==> config.mk <==
export PLATFORM = sky130hd
export DESIGN_NAME = mppt_perturb_observe_pwm
export DESIGN_NICKNAME = d
export VERILOG_FILES = /design/src/rtl/mppt_pkg.sv /design/src/rtl/mppt_ctrl.sv /design/src/rtl/mppt_pwm.sv /design/src/rtl/mppt_perturb_observe_pwm.sv
export SDC_FILE = /design/constraint.sdc
export NUM_CORES = 1
export LEC_CHECK = 0
export BUFFER_PORTS_ARGS = -buffer_cell sky130_fd_sc_hd__buf_2
export CAP_MARGIN = 15
export CORE_MARGIN = 5
export CORE_UTILIZATION = 30
export CTS_CLUSTER_DIAMETER = 100
export DETAILED_ROUTE_END_ITERATION = 16
export GPL_TIMING_DRIVEN = 0
export PLACE_DENSITY = 0.44
export SETUP_SLACK_MARGIN = 0.02
export SLEW_MARGIN = 20
export SYNTH_ARGS = -nofsm -noshare
export SYNTH_HDL_FRONTEND = slang
export SYNTH_SLANG_ARGS = --single-unit
==> constraint.sdc <==
create_clock -name clk_i -period 15.9 [get_ports clk_i]
set_input_delay 0 -clock clk_i [delete_from_list [all_inputs] [get_ports clk_i]]
set_output_delay 0 -clock clk_i [all_outputs]
set_load 0.005 [all_outputs]
==> src/rtl/mppt_pkg.sv <==
// package: shared types, codes and constants of the perturb-and-observe tracker
package mppt_pkg;

  localparam int unsigned PERIOD_COUNTS = 1024;

  localparam int unsigned OP_W    = 3;
  localparam int unsigned VOLT_W  = 14;
  localparam int unsigned CURR_W  = 16;
  localparam int unsigned DUTY_W  = 7;
  localparam int unsigned STEP_W  = 5;
  localparam int unsigned LIMIT_W = 15;
  localparam int unsigned DEAD_W  = 8;
  localparam int unsigned CMP_W   = 10;
  localparam int unsigned POWER_W = 31;
  localparam int unsigned CFG_IDX_W = 3;
  localparam int unsigned CFG_W     = 15;

  localparam int unsigned DUTY_LEVELS = 2 ** DUTY_W;
  localparam logic [DUTY_W-1:0] DUTY_FULL_SCALE = DUTY_W'(100);

  localparam logic [DUTY_W-1:0]  RST_DUTY_FLOOR    = DUTY_W'(5);
  localparam logic [DUTY_W-1:0]  RST_DUTY_CEILING  = DUTY_W'(70);
  localparam logic [STEP_W-1:0]  RST_STEP_SIZE     = STEP_W'(1);
  localparam logic [VOLT_W-1:0]  RST_BATTERY_LIMIT = VOLT_W'(1440);
  localparam logic [LIMIT_W-1:0] RST_CURRENT_LIMIT = LIMIT_W'(5000);
  localparam logic [DEAD_W-1:0]  RST_DEAD_TIME     = DEAD_W'(61);
  localparam logic [DUTY_W-1:0]  RST_DUTY_NOW      = DUTY_W'(40);

  typedef enum logic [OP_W-1:0] {
    OpCurrentCheck = 3'd0,
    OpClimbStep    = 3'd1,
    OpEnable       = 3'd2,
    OpDisable      = 3'd3,
    OpAutoOn       = 3'd4,
    OpAutoOff      = 3'd5,
    OpManualDuty   = 3'd6
  } op_e;

  typedef enum logic [CFG_IDX_W-1:0] {
    CfgDutyFloor    = 3'd0,
    CfgDutyCeiling  = 3'd1,
    CfgStepSize     = 3'd2,
    CfgBatteryLimit = 3'd3,
    CfgCurrentLimit = 3'd4,
    CfgDeadTime     = 3'd5
  } cfg_idx_e;

  typedef struct packed {
    logic [OP_W-1:0]          operation;
    logic [VOLT_W-1:0]        pv_voltage;
    logic signed [CURR_W-1:0] pv_current;
    logic [VOLT_W-1:0]        battery_voltage;
    logic signed [CURR_W-1:0] battery_current;
    logic [DUTY_W-1:0]        manual_duty;
  } in_t;

  typedef struct packed {
    logic [DUTY_W-1:0] duty_percent;
    logic [CMP_W-1:0]  high_compare;
    logic [CMP_W-1:0]  low_start;
    logic [CMP_W-1:0]  low_width;
    logic              output_enabled;
    logic              auto_enabled;
    logic              tripped;
    logic              ceiling_backoff;
  } out_t;

  typedef struct packed {
    logic [DUTY_W-1:0]  duty_floor;
    logic [DUTY_W-1:0]  duty_ceiling;
    logic [STEP_W-1:0]  step_size;
    logic [VOLT_W-1:0]  battery_limit;
    logic [LIMIT_W-1:0] current_limit;
    logic [DEAD_W-1:0]  dead_time_counts;
  } cfg_t;

  // status after one operation, handed from the control stage to the pwm stage
  typedef struct packed {
    logic [DUTY_W-1:0] duty;
    logic              drive_on;
    logic              tracking_on;
    logic              tripped;
    logic              backoff;
  } res_t;

endpackage

==> src/rtl/mppt_ctrl.sv <==
// control stage: tracker state and the per-operation update
module mppt_ctrl (
  input  logic           clk_i,
  input  logic           rst_ni,
  input  logic           en_i,
  input  logic           valid_i,
  input  mppt_pkg::in_t  item_i,
  input  mppt_pkg::cfg_t cfg_i,
  output mppt_pkg::res_t res_o
);

  localparam int unsigned WantW = mppt_pkg::DUTY_W + 2;
  localparam int unsigned MagW  = mppt_pkg::CURR_W + 1;
  localparam int unsigned PW    = mppt_pkg::POWER_W;

  logic [mppt_pkg::DUTY_W-1:0] duty_q, duty_d;
  logic                        drive_q, drive_d;
  logic                        track_q, track_d;
  logic                        down_q, down_d;
  logic signed [PW-1:0]        prev_q, prev_d;

  logic signed [MagW-1:0]  pv_ext, bat_ext;
  logic [MagW-1:0]         pv_mag, bat_mag, lim_ext;
  logic signed [PW-1:0]    pv_v_ext, pv_i_ext, power;
  logic signed [WantW-1:0] duty_s, step_s, man_s;
  logic                    trip, backoff;

  // raise to floor, then lower to min(ceiling, 100); ceiling wins
  function automatic logic [mppt_pkg::DUTY_W-1:0] clamp_duty(
    input logic signed [WantW-1:0]     want,
    input logic [mppt_pkg::DUTY_W-1:0] floor_v,
    input logic [mppt_pkg::DUTY_W-1:0] ceil_v
  );
    logic [mppt_pkg::DUTY_W-1:0] top;
    logic signed [WantW-1:0]     w;
    top = (ceil_v > mppt_pkg::DUTY_FULL_SCALE) ? mppt_pkg::DUTY_FULL_SCALE : ceil_v;
    w = want;
    if (w < $signed({2'b00, floor_v})) w = $signed({2'b00, floor_v});
    if (w > $signed({2'b00, top})) w = $signed({2'b00, top});
    return w[mppt_pkg::DUTY_W-1:0];
  endfunction

  always_comb begin
    pv_ext  = MagW'(item_i.pv_current);
    bat_ext = MagW'(item_i.battery_current);
    pv_mag  = pv_ext[MagW-1] ? MagW'(-pv_ext) : MagW'(pv_ext);
    bat_mag = bat_ext[MagW-1] ? MagW'(-bat_ext) : MagW'(bat_ext);
    lim_ext = MagW'(cfg_i.current_limit);

    pv_v_ext = $signed(PW'(item_i.pv_voltage));
    pv_i_ext = PW'(item_i.pv_current);
    power    = pv_v_ext * pv_i_ext;

    duty_s = $signed({2'b00, duty_q});
    step_s = $signed(WantW'(cfg_i.step_size));
    man_s  = $signed({2'b00, item_i.manual_duty});

    duty_d  = duty_q;
    drive_d = drive_q;
    track_d = track_q;
    down_d  = down_q;
    prev_d  = prev_q;
    trip    = 1'b0;
    backoff = 1'b0;

    case (item_i.operation)
      mppt_pkg::OpCurrentCheck: begin
        if (drive_q && (pv_mag > lim_ext || bat_mag > lim_ext)) begin
          drive_d = 1'b0;
          track_d = 1'b0;
          trip    = 1'b1;
        end
      end
      mppt_pkg::OpClimbStep: begin
        if (track_q && drive_q) begin
          if (item_i.battery_voltage >= cfg_i.battery_limit) begin
            // at the ceiling: back off while above the duty floor, keep direction and stored power
            if (duty_q > cfg_i.duty_floor) begin
              duty_d  = clamp_duty(duty_s - step_s, cfg_i.duty_floor, cfg_i.duty_ceiling);
              drive_d = 1'b1;
              backoff = 1'b1;
            end
          end else begin
            if (!(power > prev_q)) down_d = !down_q;
            duty_d  = clamp_duty(down_d ? duty_s - step_s : duty_s + step_s,
                                 cfg_i.duty_floor, cfg_i.duty_ceiling);
            drive_d = 1'b1;
            prev_d  = power;
          end
        end
      end
      mppt_pkg::OpEnable: begin
        duty_d  = clamp_duty(duty_s, cfg_i.duty_floor, cfg_i.duty_ceiling);
        drive_d = 1'b1;
      end
      mppt_pkg::OpDisable: begin
        drive_d = 1'b0;
      end
      mppt_pkg::OpAutoOn: begin
        track_d = 1'b1;
        prev_d  = '0;
      end
      mppt_pkg::OpAutoOff: begin
        track_d = 1'b0;
      end
      mppt_pkg::OpManualDuty: begin
        track_d = 1'b0;
        duty_d  = clamp_duty(man_s, cfg_i.duty_floor, cfg_i.duty_ceiling);
        drive_d = 1'b1;
      end
      default: begin
      end
    endcase

    res_o.duty        = duty_d;
    res_o.drive_on    = drive_d;
    res_o.tracking_on = track_d;
    res_o.tripped     = trip;
    res_o.backoff     = backoff;
  end

  always_ff @(posedge clk_i or negedge rst_ni) begin
    if (!rst_ni) begin
      duty_q  <= mppt_pkg::RST_DUTY_NOW;
      drive_q <= 1'b0;
      track_q <= 1'b0;
      down_q  <= 1'b0;
      prev_q  <= '0;
    end else if (en_i && valid_i) begin
      duty_q  <= duty_d;
      drive_q <= drive_d;
      track_q <= track_d;
      down_q  <= down_d;
      prev_q  <= prev_d;
    end
  end

endmodule

==> src/rtl/mppt_pwm.sv <==
// pwm stage: complementary compare values with dead time from the held duty
module mppt_pwm #(
  parameter int unsigned PeriodCounts = mppt_pkg::PERIOD_COUNTS
) (
  input  mppt_pkg::res_t               res_i,
  input  logic [mppt_pkg::DEAD_W-1:0]  dead_i,
  output logic [mppt_pkg::CMP_W-1:0]   high_compare_o,
  output logic [mppt_pkg::CMP_W-1:0]   low_start_o,
  output logic [mppt_pkg::CMP_W-1:0]   low_width_o
);

  localparam int unsigned CntW = $clog2(PeriodCounts + 1);
  localparam int unsigned MinW = mppt_pkg::DEAD_W + 1;
  localparam int unsigned SW   = ((CntW > MinW) ? CntW : MinW) + 2;

  logic signed [SW-1:0] duty_cnt_tbl [mppt_pkg::DUTY_LEVELS];

  // floor(duty * period / 100) for every duty code
  for (genvar g = 0; g < mppt_pkg::DUTY_LEVELS; g++) begin : g_tbl
    localparam int unsigned Cnt = (g * PeriodCounts) / 100;
    assign duty_cnt_tbl[g] = SW'(Cnt);
  end

  logic signed [SW-1:0] period, dt, hi_cnt, ls_cnt, lw_cnt;

  always_comb begin
    period = SW'(PeriodCounts);
    dt     = $signed(SW'(dead_i));
    hi_cnt = duty_cnt_tbl[res_i.duty];
    if (hi_cnt + (dt <<< 1) >= period) begin
      hi_cnt = period - (dt <<< 1) - SW'(1);
      if (hi_cnt[SW-1]) hi_cnt = '0;
    end
    ls_cnt = hi_cnt + dt;
    lw_cnt = period - dt - ls_cnt;
    if (lw_cnt[SW-1]) lw_cnt = '0;

    high_compare_o = res_i.drive_on ? hi_cnt[mppt_pkg::CMP_W-1:0] : '0;
    low_start_o    = res_i.drive_on ? ls_cnt[mppt_pkg::CMP_W-1:0] : '0;
    low_width_o    = res_i.drive_on ? lw_cnt[mppt_pkg::CMP_W-1:0] : '0;
  end

endmodule

==> src/rtl/mppt_perturb_observe_pwm.sv <==
// top level: perturb-and-observe tracker with complementary pwm compare outputs
//
// Channels: in_* carries one operation per beat (current check, climb step,
// enable, disable, auto on, auto off, manual duty); out_* returns exactly one
// status beat per input beat, in order; cfg_* writes one register per beat and
// is always ready. Configuration is expected to change only while idle.
// An accepted beat passes the input register, the control stage and the output
// register on its way to out_*. Throughput: one beat per cycle unless out_* stalls;
// the tracker state is updated in the single control stage, so a climb step sees
// the state left by the previous beat.
// The control stage holds one 31-bit signed multiply and its compare; the pwm
// stage is a duty-to-count table lookup plus dead-time adds.
// Reset: duty 40, output and auto mode off, direction up, stored power zero,
// registers at their defaults, pipeline empty.
// Stall: while out_valid_o is high and out_ready_i low the whole pipeline
// holds and in_ready_o is low; otherwise in_ready_o is high.
module mppt_perturb_observe_pwm #(
  parameter int unsigned PeriodCounts = mppt_pkg::PERIOD_COUNTS
) (
  input  logic                           clk_i,
  input  logic                           rst_ni,
  input  logic                           in_valid_i,
  output logic                           in_ready_o,
  input  mppt_pkg::in_t                  in_data_i,
  output logic                           out_valid_o,
  input  logic                           out_ready_i,
  output mppt_pkg::out_t                 out_data_o,
  input  logic                           cfg_valid_i,
  output logic                           cfg_ready_o,
  input  logic [mppt_pkg::CFG_IDX_W-1:0] cfg_index_i,
  input  logic [mppt_pkg::CFG_W-1:0]     cfg_value_i
);

  mppt_pkg::cfg_t cfg_q;
  mppt_pkg::in_t  item_q;
  mppt_pkg::res_t res_d, res_q;
  mppt_pkg::out_t out_d, out_q;
  logic           item_vld_q, res_vld_q, out_vld_q;
  logic           en;

  assign en          = !out_vld_q || out_ready_i;
  assign in_ready_o  = en;
  assign cfg_ready_o = 1'b1;
  assign out_valid_o = out_vld_q;
  assign out_data_o  = out_q;

  always_ff @(posedge clk_i or negedge rst_ni) begin
    if (!rst_ni) begin
      cfg_q.duty_floor       <= mppt_pkg::RST_DUTY_FLOOR;
      cfg_q.duty_ceiling     <= mppt_pkg::RST_DUTY_CEILING;
      cfg_q.step_size        <= mppt_pkg::RST_STEP_SIZE;
      cfg_q.battery_limit    <= mppt_pkg::RST_BATTERY_LIMIT;
      cfg_q.current_limit    <= mppt_pkg::RST_CURRENT_LIMIT;
      cfg_q.dead_time_counts <= mppt_pkg::RST_DEAD_TIME;
    end else if (cfg_valid_i) begin
      case (cfg_index_i)
        mppt_pkg::CfgDutyFloor:    cfg_q.duty_floor    <= cfg_value_i[mppt_pkg::DUTY_W-1:0];
        mppt_pkg::CfgDutyCeiling:  cfg_q.duty_ceiling  <= cfg_value_i[mppt_pkg::DUTY_W-1:0];
        mppt_pkg::CfgStepSize:     cfg_q.step_size     <= cfg_value_i[mppt_pkg::STEP_W-1:0];
        mppt_pkg::CfgBatteryLimit: cfg_q.battery_limit <= cfg_value_i[mppt_pkg::VOLT_W-1:0];
        mppt_pkg::CfgCurrentLimit: cfg_q.current_limit <= cfg_value_i[mppt_pkg::LIMIT_W-1:0];
        mppt_pkg::CfgDeadTime:
          cfg_q.dead_time_counts <= cfg_value_i[mppt_pkg::DEAD_W-1:0];
        default: begin
        end
      endcase
    end
  end

  // pipeline valid bits, all stages advance together
  always_ff @(posedge clk_i or negedge rst_ni) begin
    if (!rst_ni) begin
      item_vld_q <= 1'b0;
      res_vld_q  <= 1'b0;
      out_vld_q  <= 1'b0;
    end else if (en) begin
      item_vld_q <= in_valid_i;
      res_vld_q  <= item_vld_q;
      out_vld_q  <= res_vld_q;
    end
  end

  always_ff @(posedge clk_i) begin
    if (en) begin
      item_q <= in_data_i;
      res_q  <= res_d;
      out_q  <= out_d;
    end
  end

  mppt_ctrl u_ctrl (
    .clk_i   (clk_i),
    .rst_ni  (rst_ni),
    .en_i    (en),
    .valid_i (item_vld_q),
    .item_i  (item_q),
    .cfg_i   (cfg_q),
    .res_o   (res_d)
  );

  mppt_pwm #(
    .PeriodCounts (PeriodCounts)
  ) u_pwm (
    .res_i          (res_q),
    .dead_i         (cfg_q.dead_time_counts),
    .high_compare_o (out_d.high_compare),
    .low_start_o    (out_d.low_start),
    .low_width_o    (out_d.low_width)
  );

  assign out_d.duty_percent    = res_q.duty;
  assign out_d.output_enabled  = res_q.drive_on;
  assign out_d.auto_enabled    = res_q.tracking_on;
  assign out_d.tripped         = res_q.tripped;
  assign out_d.ceiling_backoff = res_q.backoff;

endmodule

## Word level (Yosys, flattened, before mapping)

Memory sizes are Yosys's and may differ from the RTL's.
Cells that the tools add are included.

- Add/subtract/negate cells: 10
- Multiply operators: 1
- Divide/modulo/power cells: 0
- $lt $le $gt $ge: 16
- Eq/ne operators: 13
- Shifts and indexed selects: 0
- Muxes and demuxes: 45
- Bitwise operators: 3
- Reductions and logical operators: 22

Operator list:

| kind | number |
|---|---|
| 2-to-1 mux 9 bit | 12 |
| 2-to-1 mux 7 bit | 10 |
| 2-to-1 mux 31 bit | 2 |
| case mux 31 bit (2 select lines) | 1 |
| 2-to-1 mux 13 bit | 3 |
| > comparator 9 x 8 -> 1 bit | 4 |
| > comparator 17 x 15 -> 1 bit | 2 |
| 2-to-1 mux 17 bit | 2 |
| negation 16 -> 17 bit | 2 |
| > comparator 31 bit | 1 |
| multiplier 15 x 16 -> 31 bit | 1 |
| case mux 7 bit (3 select lines) | 1 |
| less-than comparator 9 x 8 -> 1 bit | 2 |
| == test 3 bit, second input constant | 5 |
| greater-or-equal comparator 14 bit | 1 |
| less-than comparator 7 bit | 2 |
| adder 13 x 10 -> 13 bit | 1 |
| adder 13 x 9 -> 13 bit | 1 |
| greater-or-equal comparator 13 x 12 -> 1 bit, second input constant | 1 |
| subtractor 13 bit | 1 |
| subtractor 13 x 2 -> 13 bit, second input constant | 1 |
| == test 3 x 2 -> 1 bit, second input constant | 4 |
| 2-to-1 mux 12 bit | 1 |
| AND reduction 2 bit | 6 |
| 23 further kinds | 43 |

- Bits in registers: 222
- Latch bits: 0
- Memory bits (writable): 0
- Memory bits (read-only): 1664
- Input port bits: 93
- Output and inout bits: 44
- Logic and storage cells: 144
- Memories: 1

Memory list:

| name | words | width | read ports | clocked after Yosys merged registers in | wr ports | RTL line | RTL |
|---|---|---|---|---|---|---|---|
| (name not given) | 128 | 13 | 1 | 0 | 0 | mppt_pwm.sv:29 | `hi_cnt = duty_cnt_tbl[res_i.duty];` |

## Depth between registers and ports, before layout

- Depth in word-level cells: 17
- Mapped depth: 60
- Depth with buffers taken out: 57

## By module

A second synthesis with hierarchy kept.

- Cell total of the unflattened synthesis: 2636
- Area, all modules: 25220.4 µm²

By module, submodules not included:

| module | instances | cells an instance | area an instance (µm²) | sequential area each (µm²) |
|---|---|---|---|---|
| mppt_ctrl | 1 | 1878 | 15915.3 | 1028.5 |
| mppt_perturb_observe_pwm | 1 | 253 | 5944.5 | 5165.0 |
| mppt_pwm | 1 | 505 | 3360.7 | 0.0 |

## Least setup slack after synthesis

Ideal clock, no wire load.

- Path kind: register to register
- From: register item_q[52] (netlist bit)
- To: register u_ctrl.duty_q[6] (netlist bit)
- Library setup time: 125 ps
- Arrival: 12890 ps
- Required time: 15775 ps
- Slack: 2885 ps
- Cell stages (with the launch flop): 53
- Path buffers: 3
- Clock period less this slack: 13015 ps
- Cells stage by stage: edfxtp_1 clkbuf_1 clkbuf_1 nand2_1 fa_1 fa_1 inv_1 fa_1 fa_1 fa_1 inv_1 fa_1 inv_1 ha_1 a21oi_1 nor2_1 a211oi_1 o21ai_0 (+17 left out) nor2b_1 a2111oi_0 ha_1 clkbuf_1 clkinv_1 mux2_2 ha_1 nor2b_1 o21a_1 o21a_1 o21a_1 o21a_1 o21ai_0 a211oi_1 or2_4 a221oi_2 o21ai_2 mux2_4

RTL lines:

| element | RTL line | RTL |
|---|---|---|
| start: declaration | mppt_perturb_observe_pwm.sv:35 | `mppt_pkg::in_t item_q;` |
| start signal: assignment | mppt_perturb_observe_pwm.sv:85 | `item_q <= in_data_i;` |
| end signal: assignment | mppt_ctrl.sv:124 | `duty_q <= mppt_pkg::RST_DUTY_NOW;` |
| end signal: assignment | mppt_ctrl.sv:130 | `duty_q <= duty_d;` |
| end: declaration | mppt_ctrl.sv:16 | `logic [mppt_pkg::DUTY_W-1:0] duty_q, duty_d;` |

==> reports/metrics.yaml <==
cts:
  cts_max_level: 2
  clk_pin_slew_ns: 0.05
  clk_latency_ns: 0.56
  cts_root_buf: "clkbuf_16"
  clk_path_buf_depth: 3
  cts-buffers-inserted: 34
  cts_tree: "built"
  clock-sinks: 222
sta:
  finalClockSkew_ns: 0.0295
  tightestPinTransition_ns: 0.943
  post-route-min-period_ns: 14.84
  max_slew_margin_pct: 36.8
  rsz0062_at_grt: "no"
  finalSetupViolations: 0
  hold_violations: 0
  finalMaxSlewViolations: 0
  setup_slack_ns: 1.06
  fmax_mhz: 67.4
  tns_ns: 0
  post-route-period-util_pct: 93.3
global_route:
  grt_antenna_before_repair: 4
  track_usage_pct: 16.7
  grt-ovfl-total: 0
  grt_max_degree: 73
  grt_pass1_wl_um: 113000
  first_global_vias: 19543
yosys:
  synth_top_area_share_pct: 18.6
  async_reset_ff_share_pct: 45.0
  ys.warnings.count: 0
  ys_ff_latch: 222
  netlist-cell-type-count: 80
  yosys-top-cells-area: "fa_1 (19%), edfxtp_1 (15%), ha_1 (13%), dfrtp_1 (8.2%), inv_1 (6.3%)"
  synthesis.area_um2: 23900
  synthFlopType: "edfxtp_1"
  avgSynthCellArea_um2: 9.56
  synth-edff-count: 122
  synth_cells: 2500
  ys_seq_area_share_pct: 25.9
  syn_nets: 3072
  synth_area_leader_cell: "fa_1"
place:
  hpwlAfterDp_um: 57200
  portBuffers: 135
  dpl_worst_slack_ns: 0.240
  gp_congestion: 0.873
worst_setup_path:
  cp_slowest_cell: "fa_1"
  slowest_delay_ns: 0.59
  worstPathArrival_ns: 15.16
  cp_max_fo: 10
  crit_path_start_kind: "flop"
  cp-end-kind: "flop"
  cp_num_buf_inv: 9
  critPathKind: "flop to flop"
  cpMostUsedCell: "fa_1"
  critPathRequiredTime_ns: 16.22
  cp_top_family: "adder cells"
floorplanning:
  rows: 103
  die_h_um: 292
  start_util_pct: 30.2
  die_x_um: 292
  coreArea_um2: 79000
  dieArea_um2: 85400
  io_pins: 137
route:
  drt-wirelength-per-cell_um: 18.6
  drc: 0
  viasPerCell: 4.85
  firstDrtPassIters: 5
  drt_iter0_markers: 1026
  detailroute.via_count: 18630
  routed_wl_um: 71500
  ant_nets: 0
cells_and_area:
  drive_gt1_share_pct: 11.7
  fin_nets: 3334
  multi_input_area_um2: 15900
  regArea_um2: 6190
  fill_cells: 8059
  area_growth_pct: 18.0
  final_core_util_pct: 35.7
run_status:
  outcome: "complete, no violations"
hold_path:
  hp-class: "input pin to flop"
flow_run:
  maxCapViolCount: 0
[cell families after synthesis]
group | share of synthesized area, %
xor gates and xnor gates | 4.07
buffers and inverters | 7.73
adders and majority gates | 32.1
DFF | 25.9
and+or+nand+nor | 13.5
other | 0.0157
muxes | 4.27
AOI/OAI and AO/OA | 12.4
[worst min-delay path: stages]
cell      delay, ns
buf_2          0.14
nor4b_1        0.08
clkbuf_1       0.19
nand2_1        0.10
o21ai_0        0.08
[synth_stat cells (16+ instances only)]
library cell,count
a211oi_1,22
a21o_1,46
clkbuf_1,85
nand2b_1,20
nand4_1,22
nor2b_1,23
inv_1,398
o21a_1,19
nand2_1,217
and2_1,156
edfxtp_1,122
xnor2_1,82
fa_1,222
a22o_1,29
xor2_1,24
o21ai_0,123
mux2_2,60
nand3_1,23
ha_1,257
mux2i_1,24
nor2_1,125
nor3_1,24
dfrtp_1,78
dfstp_2,22
a21oi_1,107
o21bai_1,16
[final timing paths]
kind / from / end / slack, ns / depth (start not counted)
setup / recovery: item_q[49] / out_d[39] / 1.06 / 56
setup reg to reg: item_q[49] / out_d[39] / 1.06 / 56
max in group asynchronous: rst_ni / cfg_q[5] / 15.35 / 3
hold / removal: cfg_index_i[2] / cfg_q[51] / 0.05 / 5
min in group asynchronous: rst_ni / cfg_q[33] / 0.08 / 2
hold reg to reg: out_d[0] / out_data_o[0] / 0.42 / 0
[cell type report]
type / instances / share of cell area [%]
Multi-Input combinational cell: 1787 / 56.4
Clock inverter: 18 / 0.906
Antenna cell: 2 / 0.0178
Clock buffer: 44 / 3.52
Inverter: 401 / 5.34
Buffer: 87 / 1.21
Tap cell: 1050 / 4.66
Sequential cell: 222 / 22.0
Timing Repair Buffer: 229 / 5.98
[state kept, by name (all words and copies together), names as in the netlist]
register,cells
item_q,70
cfg_q,56
out_data_o,41
u_ctrl.prev_q,31
out_d,11
u_ctrl.duty_q,7
item_vld_q,1
out_valid_o,1
res_vld_q,1
u_ctrl.down_q,1
u_ctrl.drive_q,1
u_ctrl.track_q,1
[layer usage]
layer / vias to the layer above / track usage (%) / routed length [um]
met5: - / 0 / 0
met4: 0 / 3.45 / 1340
met3: 74 / 2.19 / 2910
met2: 373 / 28.7 / 34500
met1: 9287 / 22.7 / 32800
li1: 8896 / - / -
[metrics by stage]
step	instances	area [um2]	hold WS [ns]
3_5_place_dp	3688	26000	-0.0886
3_3_place_gp	3685	25900	0.176
2_1_floorplan	2500	23900	-0.296
6_report	3840	28200	0.0512
5_1_grt	3838	28200	0.0560
4_1_cts	3841	28100	0.0115
[placed cells by master (no fill, tap or decap), types with 8 or more instances in the layout]
cell type and count:
clkbuf_2 9, dlygate4sd3_1 90, a21oi_1 107, o211ai_1 11
edfxtp_1 122, clkbuf_1 76, inv_1 398, nor2b_1 23
buf_2 134, nand4_1 22, o21ai_0 123, mux2i_1 24
a22o_1 29, xnor2_1 82, ha_1 257, fa_1 221
clkbuf_16 37, o21a_1 19, dfrtp_1 78, mux2_2 60
o31ai_1 14, a21o_1 46, a31oi_1 10, nand2_1 217
o21bai_1 16, nor2_1 124, nor3_1 24, dfstp_2 22
nand3_1 23, and2_1 156, xor2_1 24, nand2b_1 19
a211oi_1 21, or3_1 8
[repair_timing]
action,4_1_cts,5_1_grt
hold buffers,91,0
gates resized for setup,0,25
endpoints found under the setup margin,0,14
buffers inserted,0,0
hold endpoints to repair,212,0
Power is left out: the tool's default activity adds up to more than one toggle a clock period on the data nets, which glitch-free logic cannot reach.
